===== config.mk =====
export PLATFORM = sky130hd
export DESIGN_NAME = indexed_list_engine_unit
export DESIGN_NICKNAME = d
export VERILOG_FILES = /design/src/hw/rtl/ilist_pkg.sv /design/src/hw/rtl/indexed_list_engine_unit.sv /design/src/hw/rtl/ilist_cell.sv
export SDC_FILE = /design/constraint.sdc
export NUM_CORES = 2
export LEC_CHECK = 0
export BUFFER_PORTS_ARGS = -buffer_cell sky130_fd_sc_hd__clkbuf_2
export CAP_MARGIN = 20
export CORE_ASPECT_RATIO = 2
export CORE_MARGIN = 2
export CORE_UTILIZATION = 55
export CTS_CLUSTER_DIAMETER = 40
export DETAILED_ROUTE_END_ITERATION = 10
export GPL_TIMING_DRIVEN = 0
export HOLD_SLACK_MARGIN = 0.08
export MAX_ROUTING_LAYER = met4
export PLACE_DENSITY = 0.72
export SKIP_CTS_REPAIR_TIMING = 1
export SLEW_MARGIN = 20
export SYNTH_ARGS = -nofsm -noshare
export SYNTH_HDL_FRONTEND = slang
export SYNTH_SLANG_ARGS = --single-unit

===== constraint.sdc =====
create_clock -name aclk -period 32.5 [get_ports aclk]
set_input_delay 6.5 -clock aclk [delete_from_list [all_inputs] [get_ports aclk]]
set_output_delay 6.5 -clock aclk [all_outputs]
set_load 0.03 [all_outputs]

===== src/hw/rtl/ilist_pkg.sv =====
`timescale 1ns / 1ps
// ----------------------------------------------------------------------------
// ilist_pkg
// Shared types, codes and field widths for the indexed list engine.
// ----------------------------------------------------------------------------
package ilist_pkg;

    localparam int KIND_W         = 4;
    localparam int POS_W          = 5;
    localparam int VALUE_W        = 32;
    localparam int STATUS_W       = 2;
    localparam int CNT_PORT_W     = 5;

    localparam int S_TDATA_W      = 40;   // position + value, padded to bytes
    localparam int M_TDATA_W      = 40;   // data + status + count + empty

    localparam int CAPACITY_DEF   = 16;
    localparam int DATA_WIDTH_DEF = 32;

    typedef enum logic [KIND_W-1:0] {
        KIND_APPEND    = 4'd0,
        KIND_PREPEND   = 4'd1,
        KIND_INSERT_AT = 4'd2,
        KIND_RM_FIRST  = 4'd3,
        KIND_RM_LAST   = 4'd4,
        KIND_RM_AT     = 4'd5,
        KIND_GET_AT    = 4'd6,
        KIND_GET_FIRST = 4'd7,
        KIND_GET_LAST  = 4'd8,
        KIND_SET_AT    = 4'd9,
        KIND_COUNT     = 4'd10
    } kind_t;

    typedef enum logic [STATUS_W-1:0] {
        ST_OK        = 2'd0,
        ST_BAD_INDEX = 2'd1,
        ST_EMPTY     = 2'd2,
        ST_FULL      = 2'd3
    } status_t;

    typedef enum logic [1:0] {
        CELL_HOLD = 2'd0,
        CELL_INS  = 2'd1,
        CELL_REM  = 2'd2,
        CELL_WR   = 2'd3
    } cell_op_t;

    // broadcast to every cell of the chain
    typedef struct packed {
        logic             start;  // beat accepted: apply op, load read tap
        logic             step;   // move read taps one cell towards cell 0
        cell_op_t         op;
        logic             rd;     // entry at pos is returned
        logic [POS_W-1:0] pos;
    } cell_ctrl_t;

endpackage


===== src/hw/rtl/indexed_list_engine_unit.sv =====
`timescale 1ns / 1ps
// ----------------------------------------------------------------------------
// indexed_list_engine_unit
// Bounded ordered list held in a row of shifting cells. Insert and remove
// shift all cells from the position upward at once; a read value walks down a tap chain to cell 0.
// ----------------------------------------------------------------------------
// Sequence: the accepting beat applies the operation and loads the read tap
//   of the entry read; the tap chain then moves that value one cell at a time
//   to cell 0, and the result is registered onto the output once it is free.
// Throughput: one request in flight; a new beat is taken only after the last result is registered.
// Reset: list empty (count zero), no result pending; entry contents are
//   undefined until written.
// ----------------------------------------------------------------------------
module indexed_list_engine_unit #(
    parameter int CAPACITY   = ilist_pkg::CAPACITY_DEF,    // 2 .. 31
    parameter int DATA_WIDTH = ilist_pkg::DATA_WIDTH_DEF   // 1 .. 64
) (
    input  logic                            aclk,
    input  logic                            aresetn,
    input  logic                            s_tvalid,
    output logic                            s_tready,
    // position[4:0], value[36:5], zero pad[39:37]
    input  logic [ilist_pkg::S_TDATA_W-1:0] s_tdata,
    // kind[3:0]
    input  logic [ilist_pkg::KIND_W-1:0]    s_tuser,
    output logic                            m_tvalid,
    input  logic                            m_tready,
    // data[31:0], status[33:32], count[38:34], empty_res[39]
    output logic [ilist_pkg::M_TDATA_W-1:0] m_tdata
);
    import ilist_pkg::*;

    localparam int CNT_W = $clog2(CAPACITY + 1);
    localparam int IDX_W = $clog2(CAPACITY);
    localparam logic [POS_W-1:0] CAP_POS = POS_W'(CAPACITY);

    typedef enum logic {
        S_IDLE,
        S_RUN
    } state_t;

    state_t                 state_reg, state_next;
    logic [CNT_W-1:0]       count_reg, count_next;
    logic [IDX_W-1:0]       shift_reg, shift_next;
    status_t                pend_status_reg, pend_status_next;
    logic [CNT_W-1:0]       pend_count_reg, pend_count_next;
    logic                   m_tvalid_reg, m_tvalid_next;
    logic [VALUE_W-1:0]     m_data_reg, m_data_next;
    status_t                m_status_reg, m_status_next;
    logic [CNT_PORT_W-1:0]  m_count_reg, m_count_next;

    logic                   accept;
    kind_t                  kind;
    logic [POS_W-1:0]       pos;
    logic [VALUE_W-1:0]     value;
    logic [POS_W-1:0]       cnt5;
    logic                   full, empty, elem_ok;
    status_t                dec_status;
    cell_op_t               dec_op;
    logic                   dec_rd;
    logic [POS_W-1:0]       dec_pos;
    logic                   out_free;
    cell_ctrl_t             ctrl;
    logic [DATA_WIDTH-1:0]  ins_value;

    logic [DATA_WIDTH-1:0]  elem_w [CAPACITY];
    logic [DATA_WIDTH-1:0]  tap_w  [CAPACITY];

    assign kind     = kind_t'(s_tuser);
    assign pos      = s_tdata[POS_W-1:0];
    assign value    = s_tdata[POS_W +: VALUE_W];
    assign s_tready = (state_reg == S_IDLE);
    assign accept   = s_tvalid && s_tready;
    assign out_free = !m_tvalid_reg || m_tready;

    assign cnt5    = POS_W'(count_reg);
    assign full    = (cnt5 >= CAP_POS);
    assign empty   = (count_reg == '0);
    assign elem_ok = (pos < cnt5);

    assign ins_value = DATA_WIDTH'($signed(value));

    always_comb begin
        dec_status = ST_OK;
        dec_op     = CELL_HOLD;
        dec_rd     = 1'b0;
        dec_pos    = '0;
        unique case (kind)
            KIND_APPEND: begin
                if (full) begin
                    dec_status = ST_FULL;
                end else begin
                    dec_op  = CELL_INS;
                    dec_pos = cnt5;
                end
            end
            KIND_PREPEND: begin
                if (full) begin
                    dec_status = ST_FULL;
                end else begin
                    dec_op = CELL_INS;
                end
            end
            KIND_INSERT_AT: begin
                if (pos > cnt5) begin
                    dec_status = ST_BAD_INDEX;
                end else if (full) begin
                    dec_status = ST_FULL;
                end else begin
                    dec_op  = CELL_INS;
                    dec_pos = pos;
                end
            end
            KIND_RM_FIRST, KIND_GET_FIRST: begin
                if (empty) begin
                    dec_status = ST_EMPTY;
                end else begin
                    dec_op = (kind == KIND_RM_FIRST) ? CELL_REM : CELL_HOLD;
                    dec_rd = 1'b1;
                end
            end
            KIND_RM_LAST, KIND_GET_LAST: begin
                if (empty) begin
                    dec_status = ST_EMPTY;
                end else begin
                    dec_op  = (kind == KIND_RM_LAST) ? CELL_REM : CELL_HOLD;
                    dec_rd  = 1'b1;
                    dec_pos = cnt5 - 1'b1;
                end
            end
            KIND_RM_AT, KIND_GET_AT, KIND_SET_AT: begin
                if (!elem_ok) begin
                    dec_status = ST_BAD_INDEX;
                end else begin
                    dec_rd  = 1'b1;
                    dec_pos = pos;
                    if (kind == KIND_RM_AT) begin
                        dec_op = CELL_REM;
                    end else if (kind == KIND_SET_AT) begin
                        dec_op = CELL_WR;
                    end
                end
            end
            default: begin
                dec_status = ST_OK;
            end
        endcase
    end

    always_comb begin
        ctrl.start = accept;
        ctrl.step  = (state_reg == S_RUN) && (shift_reg != '0);
        ctrl.op    = dec_op;
        ctrl.rd    = dec_rd;
        ctrl.pos   = dec_pos;
    end

    always_comb begin
        state_next       = state_reg;
        count_next       = count_reg;
        shift_next       = shift_reg;
        pend_status_next = pend_status_reg;
        pend_count_next  = pend_count_reg;
        m_tvalid_next    = m_tvalid_reg;
        m_data_next      = m_data_reg;
        m_status_next    = m_status_reg;
        m_count_next     = m_count_reg;

        if (m_tvalid_reg && m_tready) begin
            m_tvalid_next = 1'b0;
        end

        unique case (state_reg)
            S_IDLE: begin
                if (accept) begin
                    if (dec_op == CELL_INS) begin
                        count_next = count_reg + 1'b1;
                    end else if (dec_op == CELL_REM) begin
                        count_next = count_reg - 1'b1;
                    end
                    shift_next       = dec_rd ? IDX_W'(dec_pos) : '0;
                    pend_status_next = dec_status;
                    pend_count_next  = count_next;
                    state_next       = S_RUN;
                end
            end
            S_RUN: begin
                if (shift_reg != '0) begin
                    shift_next = shift_reg - 1'b1;
                end else if (out_free) begin
                    m_tvalid_next = 1'b1;
                    m_data_next   = VALUE_W'($signed(tap_w[0]));
                    m_status_next = pend_status_reg;
                    m_count_next  = CNT_PORT_W'(pend_count_reg);
                    state_next    = S_IDLE;
                end
            end
            default: state_next = S_IDLE;
        endcase
    end

    always_ff @(posedge aclk) begin
        if (!aresetn) begin
            state_reg    <= S_IDLE;
            count_reg    <= '0;
            m_tvalid_reg <= 1'b0;
        end else begin
            state_reg    <= state_next;
            count_reg    <= count_next;
            m_tvalid_reg <= m_tvalid_next;
        end
        shift_reg       <= shift_next;
        pend_status_reg <= pend_status_next;
        pend_count_reg  <= pend_count_next;
        m_data_reg      <= m_data_next;
        m_status_reg    <= m_status_next;
        m_count_reg     <= m_count_next;
    end

    // cell chain; ends fed with filler data that never reaches a live entry or the result
    for (genvar i = 0; i < CAPACITY; i++) begin : g_cell
        logic [DATA_WIDTH-1:0] lower_d, upper_d, upper_t;
        if (i == 0) begin : g_bot
            assign lower_d = ins_value;
        end else begin : g_mid_lo
            assign lower_d = elem_w[i-1];
        end
        if (i == CAPACITY - 1) begin : g_top
            assign upper_d = elem_w[i];
            assign upper_t = '0;
        end else begin : g_mid_hi
            assign upper_d = elem_w[i+1];
            assign upper_t = tap_w[i+1];
        end
        ilist_cell #(
            .DATA_WIDTH (DATA_WIDTH),
            .INDEX      (i)
        ) u_cell (
            .aclk       (aclk),
            .ctrl       (ctrl),
            .ins_data   (ins_value),
            .lower_data (lower_d),
            .upper_data (upper_d),
            .upper_tap  (upper_t),
            .elem       (elem_w[i]),
            .tap        (tap_w[i])
        );
    end

    assign m_tvalid = m_tvalid_reg;
    assign m_tdata  = {(m_count_reg == '0), m_count_reg, m_status_reg, m_data_reg};

    // ------------------------------------------------------------------------
    a_count_bound: assert property (@(posedge aclk) disable iff (!aresetn)
        count_reg <= CNT_W'(CAPACITY))
        else $error("list count beyond capacity");

    a_refused_keeps_count: assert property (@(posedge aclk) disable iff (!aresetn)
        (accept && dec_status != ST_OK) |=> $stable(count_reg))
        else $error("refused request changed the count");

    a_one_in_flight: assert property (@(posedge aclk) disable iff (!aresetn)
        accept |=> (state_reg == S_RUN) && !s_tready)
        else $error("second request taken while one is in flight");

    a_result_ends_run: assert property (@(posedge aclk) disable iff (!aresetn)
        (state_reg == S_RUN && state_next == S_IDLE) |=> m_tvalid_reg)
        else $error("run finished without a result beat");

endmodule


===== src/hw/rtl/ilist_cell.sv =====
`timescale 1ns / 1ps
// ----------------------------------------------------------------------------
// ilist_cell
// One list entry: shifts with its neighbours on insert and remove, and owns
// one stage of the read-out chain that carries a read value towards cell 0.
// ----------------------------------------------------------------------------
module ilist_cell #(
    parameter int DATA_WIDTH = ilist_pkg::DATA_WIDTH_DEF,
    parameter int INDEX      = 0
) (
    input  logic                   aclk,
    input  ilist_pkg::cell_ctrl_t  ctrl,
    input  logic [DATA_WIDTH-1:0]  ins_data,
    input  logic [DATA_WIDTH-1:0]  lower_data,
    input  logic [DATA_WIDTH-1:0]  upper_data,
    input  logic [DATA_WIDTH-1:0]  upper_tap,
    output logic [DATA_WIDTH-1:0]  elem,
    output logic [DATA_WIDTH-1:0]  tap
);
    import ilist_pkg::*;

    localparam logic [POS_W-1:0] MY_POS = POS_W'(INDEX);

    logic [DATA_WIDTH-1:0] elem_reg, elem_next;
    logic [DATA_WIDTH-1:0] tap_reg, tap_next;
    logic                  hit, above;

    assign hit   = (ctrl.pos == MY_POS);
    assign above = (MY_POS > ctrl.pos);

    always_comb begin
        elem_next = elem_reg;
        if (ctrl.start) begin
            case (ctrl.op)
                CELL_INS: begin
                    if (above) begin
                        elem_next = lower_data;
                    end else if (hit) begin
                        elem_next = ins_data;
                    end
                end
                CELL_REM: begin
                    if (hit || above) begin
                        elem_next = upper_data;
                    end
                end
                CELL_WR: begin
                    if (hit) begin
                        elem_next = ins_data;
                    end
                end
                default: elem_next = elem_reg;
            endcase
        end
    end

    // tap takes the old value on the beat, so a removal or overwrite returns it
    always_comb begin
        tap_next = tap_reg;
        if (ctrl.start) begin
            tap_next = (ctrl.rd && hit) ? elem_reg : '0;
        end else if (ctrl.step) begin
            tap_next = upper_tap;
        end
    end

    always_ff @(posedge aclk) begin
        elem_reg <= elem_next;
        tap_reg  <= tap_next;
    end

    assign elem = elem_reg;
    assign tap  = tap_reg;

endmodule

[Yosys cells after proc, flatten, opt, wreduce, memory -nomap -nowiden]
Cells that the tools add are included.
Cells by class
  $add $sub $neg: 3
  $mul: 0
  divide/modulo/power cells: 0
  $lt $le $gt $ge: 19
  equal/unequal tests: 44
  shift-type cells: 0
  mux-type cells: 149
  bitwise gates (word level): 2
  reductions and logical operators: 68
Operators with widths (count)
  $mux W32: 95
  $pmux W32 S3: 15
  $pmux W32 S2: 1
  $reduce_and A3 Y1: 16
  $eq A5 B4 Y1 const B: 8
  $gt A4 B5 Y1 const A: 8
  $mux W5: 7
  $ne A2 B1 Y1 const B: 17
  $mux W2: 11
  $eq A5 B3 Y1 const B: 4
  $gt A3 B5 Y1 const A: 4
  $pmux W5 S4: 1
  $logic_and A1 B1 Y1: 19
  $eq A4 B3 Y1 const B: 4
  $logic_or A1 B1 Y1: 16
  $logic_not A5 Y1: 3
  $mux W4: 3
  $mux W1: 11
  $eq A5 B2 Y1 const B: 2
  $gt A1 B5 Y1 const A: 2
  $gt A2 B5 Y1 const A: 2
  $pmux W2 S5: 1
  $eq A4 B2 Y1 const B: 2
  $eq A4 B4 Y1 const B: 2
  other kinds (23): 31
Word-level totals
  register bits: 1081
  latch bits: 0
  RAM bits: 0
  bits in read-only memories: 0
  bits of input ports: 48
  memories kept: 0

[Logic depth before layout (Yosys ltp)]
  word-level depth: 8
  gate-level depth with buffers: 16
  depth with buffers taken out: 10

[Cells and area by module]
Synthesis repeated with hierarchy kept, for this count alone.
Unflattened totals
  cell total of the unflattened synthesis: 4850
  area, all modules: 57918.0 um^2
By module, submodules not included
  ilist_cell at g_cell[15].u_cell: times used 1, cells an instance 375, area each 4249.1 um^2, seq. area each 1921.8 um^2
  ilist_cell at g_cell[12].u_cell: times used 1, cells an instance 344, area each 3752.3 um^2, seq. area each 1921.8 um^2
  ilist_cell at g_cell[1].u_cell: times used 1, cells an instance 301, area each 3657.3 um^2, seq. area each 1921.8 um^2
  ilist_cell at g_cell[14].u_cell: times used 1, cells an instance 331, area each 3548.4 um^2, seq. area each 1921.8 um^2
  ilist_cell at g_cell[4].u_cell: times used 1, cells an instance 344, area each 3535.9 um^2, seq. area each 1921.8 um^2
  ilist_cell at g_cell[3].u_cell: times used 1, cells an instance 274, area each 3524.6 um^2, seq. area each 1921.8 um^2
  ilist_cell at g_cell[10].u_cell: times used 1, cells an instance 303, area each 3494.6 um^2, seq. area each 1921.8 um^2
  ilist_cell at g_cell[0].u_cell: times used 1, cells an instance 330, area each 3492.1 um^2, seq. area each 1921.8 um^2
  ilist_cell at g_cell[6].u_cell: times used 1, cells an instance 290, area each 3485.8 um^2, seq. area each 1921.8 um^2
  ilist_cell at g_cell[8].u_cell: times used 1, cells an instance 327, area each 3412.0 um^2, seq. area each 1921.8 um^2
  ilist_cell at g_cell[2].u_cell: times used 1, cells an instance 291, area each 3271.9 um^2, seq. area each 1921.8 um^2
  ilist_cell at g_cell[5].u_cell: times used 1, cells an instance 226, area each 3129.3 um^2, seq. area each 1921.8 um^2
  ilist_cell at g_cell[9].u_cell: times used 1, cells an instance 225, area each 3120.5 um^2, seq. area each 1921.8 um^2
  ilist_cell at g_cell[13].u_cell: times used 1, cells an instance 225, area each 3111.7 um^2, seq. area each 1921.8 um^2
  +3 rows

[Worst setup path before layout]
No wires, ideal clock.
  path type: input-to-reg
  from: input s_tvalid
  to: register g_cell[0].u_cell.tap_reg[0] (enable)
  setup time: 1.420 ns
  data arrival time: 28.109 ns
  required time: 31.080 ns
  slack: 2.971 ns
  stages: 2
  path buffers: 0
  cells stage by stage: nor2_1 > nor2_1
Between the ends
  longest elaborated chain between the ends: 2
Ends and longest elaborated chain
  start, declared: line indexed_list_engine_unit.sv:20  | input logic s_tvalid,
  $logic_and A1 B1 Y1: line indexed_list_engine_unit.sv:73  | assign accept = s_tvalid && s_tready;
  $reduce_bool A2 Y1 (no line)
  end signal, assigned: line ilist_cell.sv:69  | tap_reg <= tap_next;
  end, declared: line ilist_cell.sv:25  | logic [DATA_WIDTH-1:0] tap_reg, tap_next;
Every way passes these cells.
A chain may end at the register's enable or synchronous reset.

[Worst setup path after layout]
  from: input s_tdata[1] (netlist name)
  to: register g_cell[13].u_cell.elem_reg[18] (data pin)
Between the ends
  longest elaborated chain between the ends: 7
Ends and longest elaborated chain
  start, declared: line indexed_list_engine_unit.sv:23  | input logic [ilist_pkg::S_TDATA_W-1:0] s_tdata,
  parallel branches: the longest is 6 deep, another holds $lt A5 B5 Y1
  $pmux W32 S3 (*): line ilist_cell.sv:34  | case (ctrl.op)
  end signal, assigned: line ilist_cell.sv:68  | elem_reg <= elem_next;
  end, declared: line ilist_cell.sv:24  | logic [DATA_WIDTH-1:0] elem_reg, elem_next;
Mark *: on every way between the ends.

==> out/results.tsv <==
stage	metric	value	unit
run_status	status	finished clean	
detailed_routing	drtIter0Drc	4446	
setup_path	crit_start	s_tdata[1]	
finish	seqCellArea	0.0324	sq mm
setup_path	cpMostUsedCell	nand2b_1	
finish	drive_gt1_share	10.1	%
floorplanning	std_cell_rows	158	
finish	syn_to_final_growth	13.7	%
clock_tree	cts_tree	yes	
finish	final_cells	5388	
floorplanning	die-width	220	um
finish	nets	4146	
setup_path	crit_path_end_kind	flop	
logic_synthesis	synth-edff-count	1074	
placed_design	dpl.hpwl	134	mm
timing	worst_slew_pin_slew	1.29	ns
detailed_routing	vias	36900	
detailed_routing	firstDrtPassIters	9	
grt	grtUsageTotal	37.5	%
floorplanning	die_h	436	um
setup_path	cp.arrival	11.54	ns
setup_path	cp_max_fo	10	
logic_synthesis	synthCells	3844	
logic_synthesis	ys.warnings.count	0	
pwr	p_sw	936	uW
grt	grt_pass1_vias	38300	
clock_tree	cts_num_sinks	1081	
timing	max_freq	90.2	MHz
clock_tree	cts_buffer_depth	3	
setup_path	slowest_delay	0.82	ns
setup_path	cp_top_family	compound AO/OA/AOI/OAI gates	
logic_synthesis	synth_top_area_share	62.9	%
detailed_routing	routed_wirelength	174	mm
pwr	swShare	26.0	%
timing	slew_headroom	14.1	%
grt	grt_pass1_wl	249	mm
clock_tree	clk_pin_slew	0.07	ns
timing	final_max_slew_viol_count	0	
pwr	powerDensity	61.7	mW/mm^2
detailed_routing	antenna_left	0	
pwr	combPwrFrac	12.9	%
setup_path	cp.buffers_inverters	2	
grt	antenna_found_initial	3	
timing	finalCritPeriodShare	34.1	%
logic_synthesis	ys_ff_latch	1081	
logic_synthesis	yosysUniqueCellTypes	67	
logic_synthesis	async_flop_share	0	%
finish	multi_input_area	0.0174	sq mm
placed_design	dp.cells	5176	
setup_path	cp-start-kind	primary input	
clock_tree	cts_buffers	108	
grt	grt_overflow	0	
logic_synthesis	synth_ff_type	edfxtp_1	
setup_path	crit_chain	clkbuf_2 > ha_1 > nand2b_1 > a211o_1 > and2_1 > o211ai_1 > nor4b_1 > o21a_1 > nand2b_1 > clkbuf_1 > o21ai_0	
logic_synthesis	ys_seq_area_share	63.2	%
placed_design	io_buffers	84	
clock_tree	clkLatencyLatePin	0.76	ns
pwr	pwr-share-seq	50.0	%
timing	finClkSkew	0.0295	ns
logic_synthesis	synth_nets	3902	
logic_synthesis	synth_top_area_cell	edfxtp_1	
floorplanning	initial_utilization	55.4	%
floorplanning	core	0.0925	sq mm
timing	hold_viol	0	
pwr	vdd_drop_max	0.0000596	V
worst_hold_path	hp-class	reg2reg	
setup_path	setup.worst_path.class	in2reg	
setup_path	rr_startpoint	cnt5[4]	
floorplanning	io_pins	90	
placed_design	routabilityCongestion	0.973	
setup_path	slowest_stage	nor4b_1	
flow_run	cap_viol_max_count	0	
clock_tree	htree_levels	3	
pwr	power_frac_clock	37.2	%
pwr	p_total	3.60	mW
clock_tree	root_buffer	clkbuf_16	
timing	rsz0062_at_grt	no	
pwr	leakage	22.2	nW
detailed_routing	drc	0	
logic_synthesis	syn_area	0.0513	sq mm
logic_synthesis	avgSynthCellArea	13.3	sq um
detailed_routing	routedWlPerCell	32.2	um
floorplanning	die-area	0.0958	sq mm
worst_hold_path	min_from	pend_count_reg[0]	
pwr	internal_power	2.66	mW
logic_synthesis	ys_top_cells_by_area	edfxtp_1 63%, a22o_1 8.8%, mux2i_1 8.2%	
timing	min_period	11.09	ns
detailed_routing	via_per_inst	6.85	
grt	grt_start_max_net_pins	30	
setup_path	worstPathRequired	32.95	ns
finish	fillerInstances	7096	
timing	setup_viol	0	
[kinds of logic (layout without fill, tap and decap cells)]
group	count (synthesis)	count (layout)	share of synthesized area [%]
adder cells (fa/ha/maj)	10	10	0.244
multiplexers	419	419	8.18
AO/OA/AOI/OAI	1440	1440	21.0
buffers and inverters	462	800	3.51
AND/OR/NAND/NOR	424	424	3.76
XOR/XNOR	8	8	0.137
flip-flops	1081	1081	63.2
other	0	6	0
[layout by cell type (no fill, tap or decap), types with 6 or more instances in the layout]
| master | instances |
|---|---|
| nor3_2 | 7 |
| buf_16 | 19 |
| nand2b_1 | 13 |
| a22oi_1 | 321 |
| o221ai_1 | 86 |
| clkinvlp_4 | 12 |
| xnor2_1 | 8 |
| clkbuf_1 | 296 |
| buf_2 | 56 |
| a22o_1 | 513 |
| nor2_1 | 64 |
| o21ai_0 | 334 |
| clkbuf_2 | 98 |
| nor3_1 | 9 |
| nand4_1 | 6 |
| edfxtp_1 | 1074 |
| o22ai_1 | 6 |
| ha_1 | 10 |
| and2_1 | 39 |
| clkbuf_16 | 111 |
| buf_12 | 22 |
| clkinv_1 | 17 |
| buf_1 | 9 |
| nor2_4 | 6 |
| o211ai_1 | 14 |
| nand3_1 | 25 |
| diode_2 | 6 |
| inv_1 | 99 |
| nand2_1 | 217 |
| dfxtp_1 | 7 |
| a21oi_4 | 10 |
| a21oi_1 | 46 |
| a221o_1 | 32 |
| inv_6 | 14 |
| a222oi_1 | 33 |
| bufinv_16 | 15 |
| or2_2 | 6 |
| clkinv_2 | 15 |
| mux2i_1 | 419 |
[synth_stat cells, types with 3 or more instances]
| master | number |
|---|---|
| mux2i_1 | 419 |
| a222oi_1 | 33 |
| o221ai_1 | 86 |
| nor2b_1 | 4 |
| dfxtp_1 | 7 |
| and2_0 | 3 |
| o21ai_1 | 4 |
| a22oi_1 | 321 |
| a22o_1 | 513 |
| o22ai_1 | 6 |
| a2bb2oi_1 | 3 |
| or3_1 | 5 |
| edfxtp_1 | 1074 |
| a31oi_1 | 3 |
| or2_2 | 6 |
| ha_1 | 10 |
| nor2_1 | 70 |
| nor3_1 | 15 |
| o21ai_0 | 335 |
| xnor2_1 | 8 |
| a211oi_1 | 3 |
| a21oi_1 | 56 |
| nand2b_1 | 13 |
| and2_1 | 39 |
| clkbuf_1 | 299 |
| buf_2 | 53 |
| nand3_1 | 25 |
| a221o_1 | 32 |
| nor4_1 | 3 |
| inv_1 | 99 |
| o211ai_1 | 14 |
| or4_1 | 3 |
| nand4_1 | 6 |
| buf_1 | 10 |
| a211o_1 | 3 |
| nand2_1 | 217 |
| and3_1 | 3 |
[worst paths after layout]
kind	end	slack, ns	cells after the start
max	g_cell[13].u_cell.elem[18]	21.41	11
min	m_count_reg[0]	0.42	0
max reg2reg	g_cell[13].u_cell.elem[18]	26.31	12
min reg2reg	m_count_reg[0]	0.42	0
[worst register-to-register path, delay by kind of cell, from the launching register on]
| kind | cells | cell delay, ns |
|---|---|---|
| flip-flops | 1 | 0.34 |
| AO/OA/AOI/OAI | 4 | 1.94 |
| AND/OR/NAND/NOR | 4 | 1.82 |
| adder cells (fa/ha/maj) | 1 | 0.37 |
| buffers and inverters | 3 | 1.44 |
[metal layers]
metal | up-vias | global-route usage [%] | routed length [um]
met5 | - | - | 0
met4 | 0 | 36.3 | 20300
met3 | 780 | 5.45 | 11500
met2 | 2076 | 64.3 | 90500
met1 | 18000 | 34.8 | 51400
li1 | 16000 | - | -
[area by class of cell]
type                       instances  share of cell area (%)
multi-input combinational       2301                    29.8
timing repair buffer             134                    2.49
clock inverter                    83                    1.58
buffer                           362                    2.48
antenna                            6                  0.0258
tap                             1200                    2.58
clock buffer                     121                    4.83
inverter                         100                   0.644
sequential                      1081                    55.6
[metrics by stage]
step	hold WS [ns]	worst slack [ns]	setup TNS, ns	cell area [sq um]	util (%)
finish	0.418	21.41	0	58300	63.0
global route	0.427	21.44	0	58300	63.0
CTS	0.420	21.69	0	58300	63.0
detailed placement	0.406	20.93	0	54500	58.9
global placement	0.403	-9.37	-4784.79	53200	57.5
floorplan	0.400	2.97	0	51300	-
[power groups by stage]
| stage | Combinational [mW] | Clock (mW) | Sequential (mW) |
|---|---|---|---|
| final | 0.463 | 1.34 | 1.80 |
| after global routing | 0.491 | 1.39 | 1.81 |
| after CTS | 0.454 | 1.34 | 1.79 |
| after detailed placement | 0.452 | 0 | 1.82 |
| after global placement | 0.404 | 0 | 1.92 |
| after floorplan | 0.274 | 0 | 1.87 |
No activity file was read; power rests on OpenSTA's default activity.
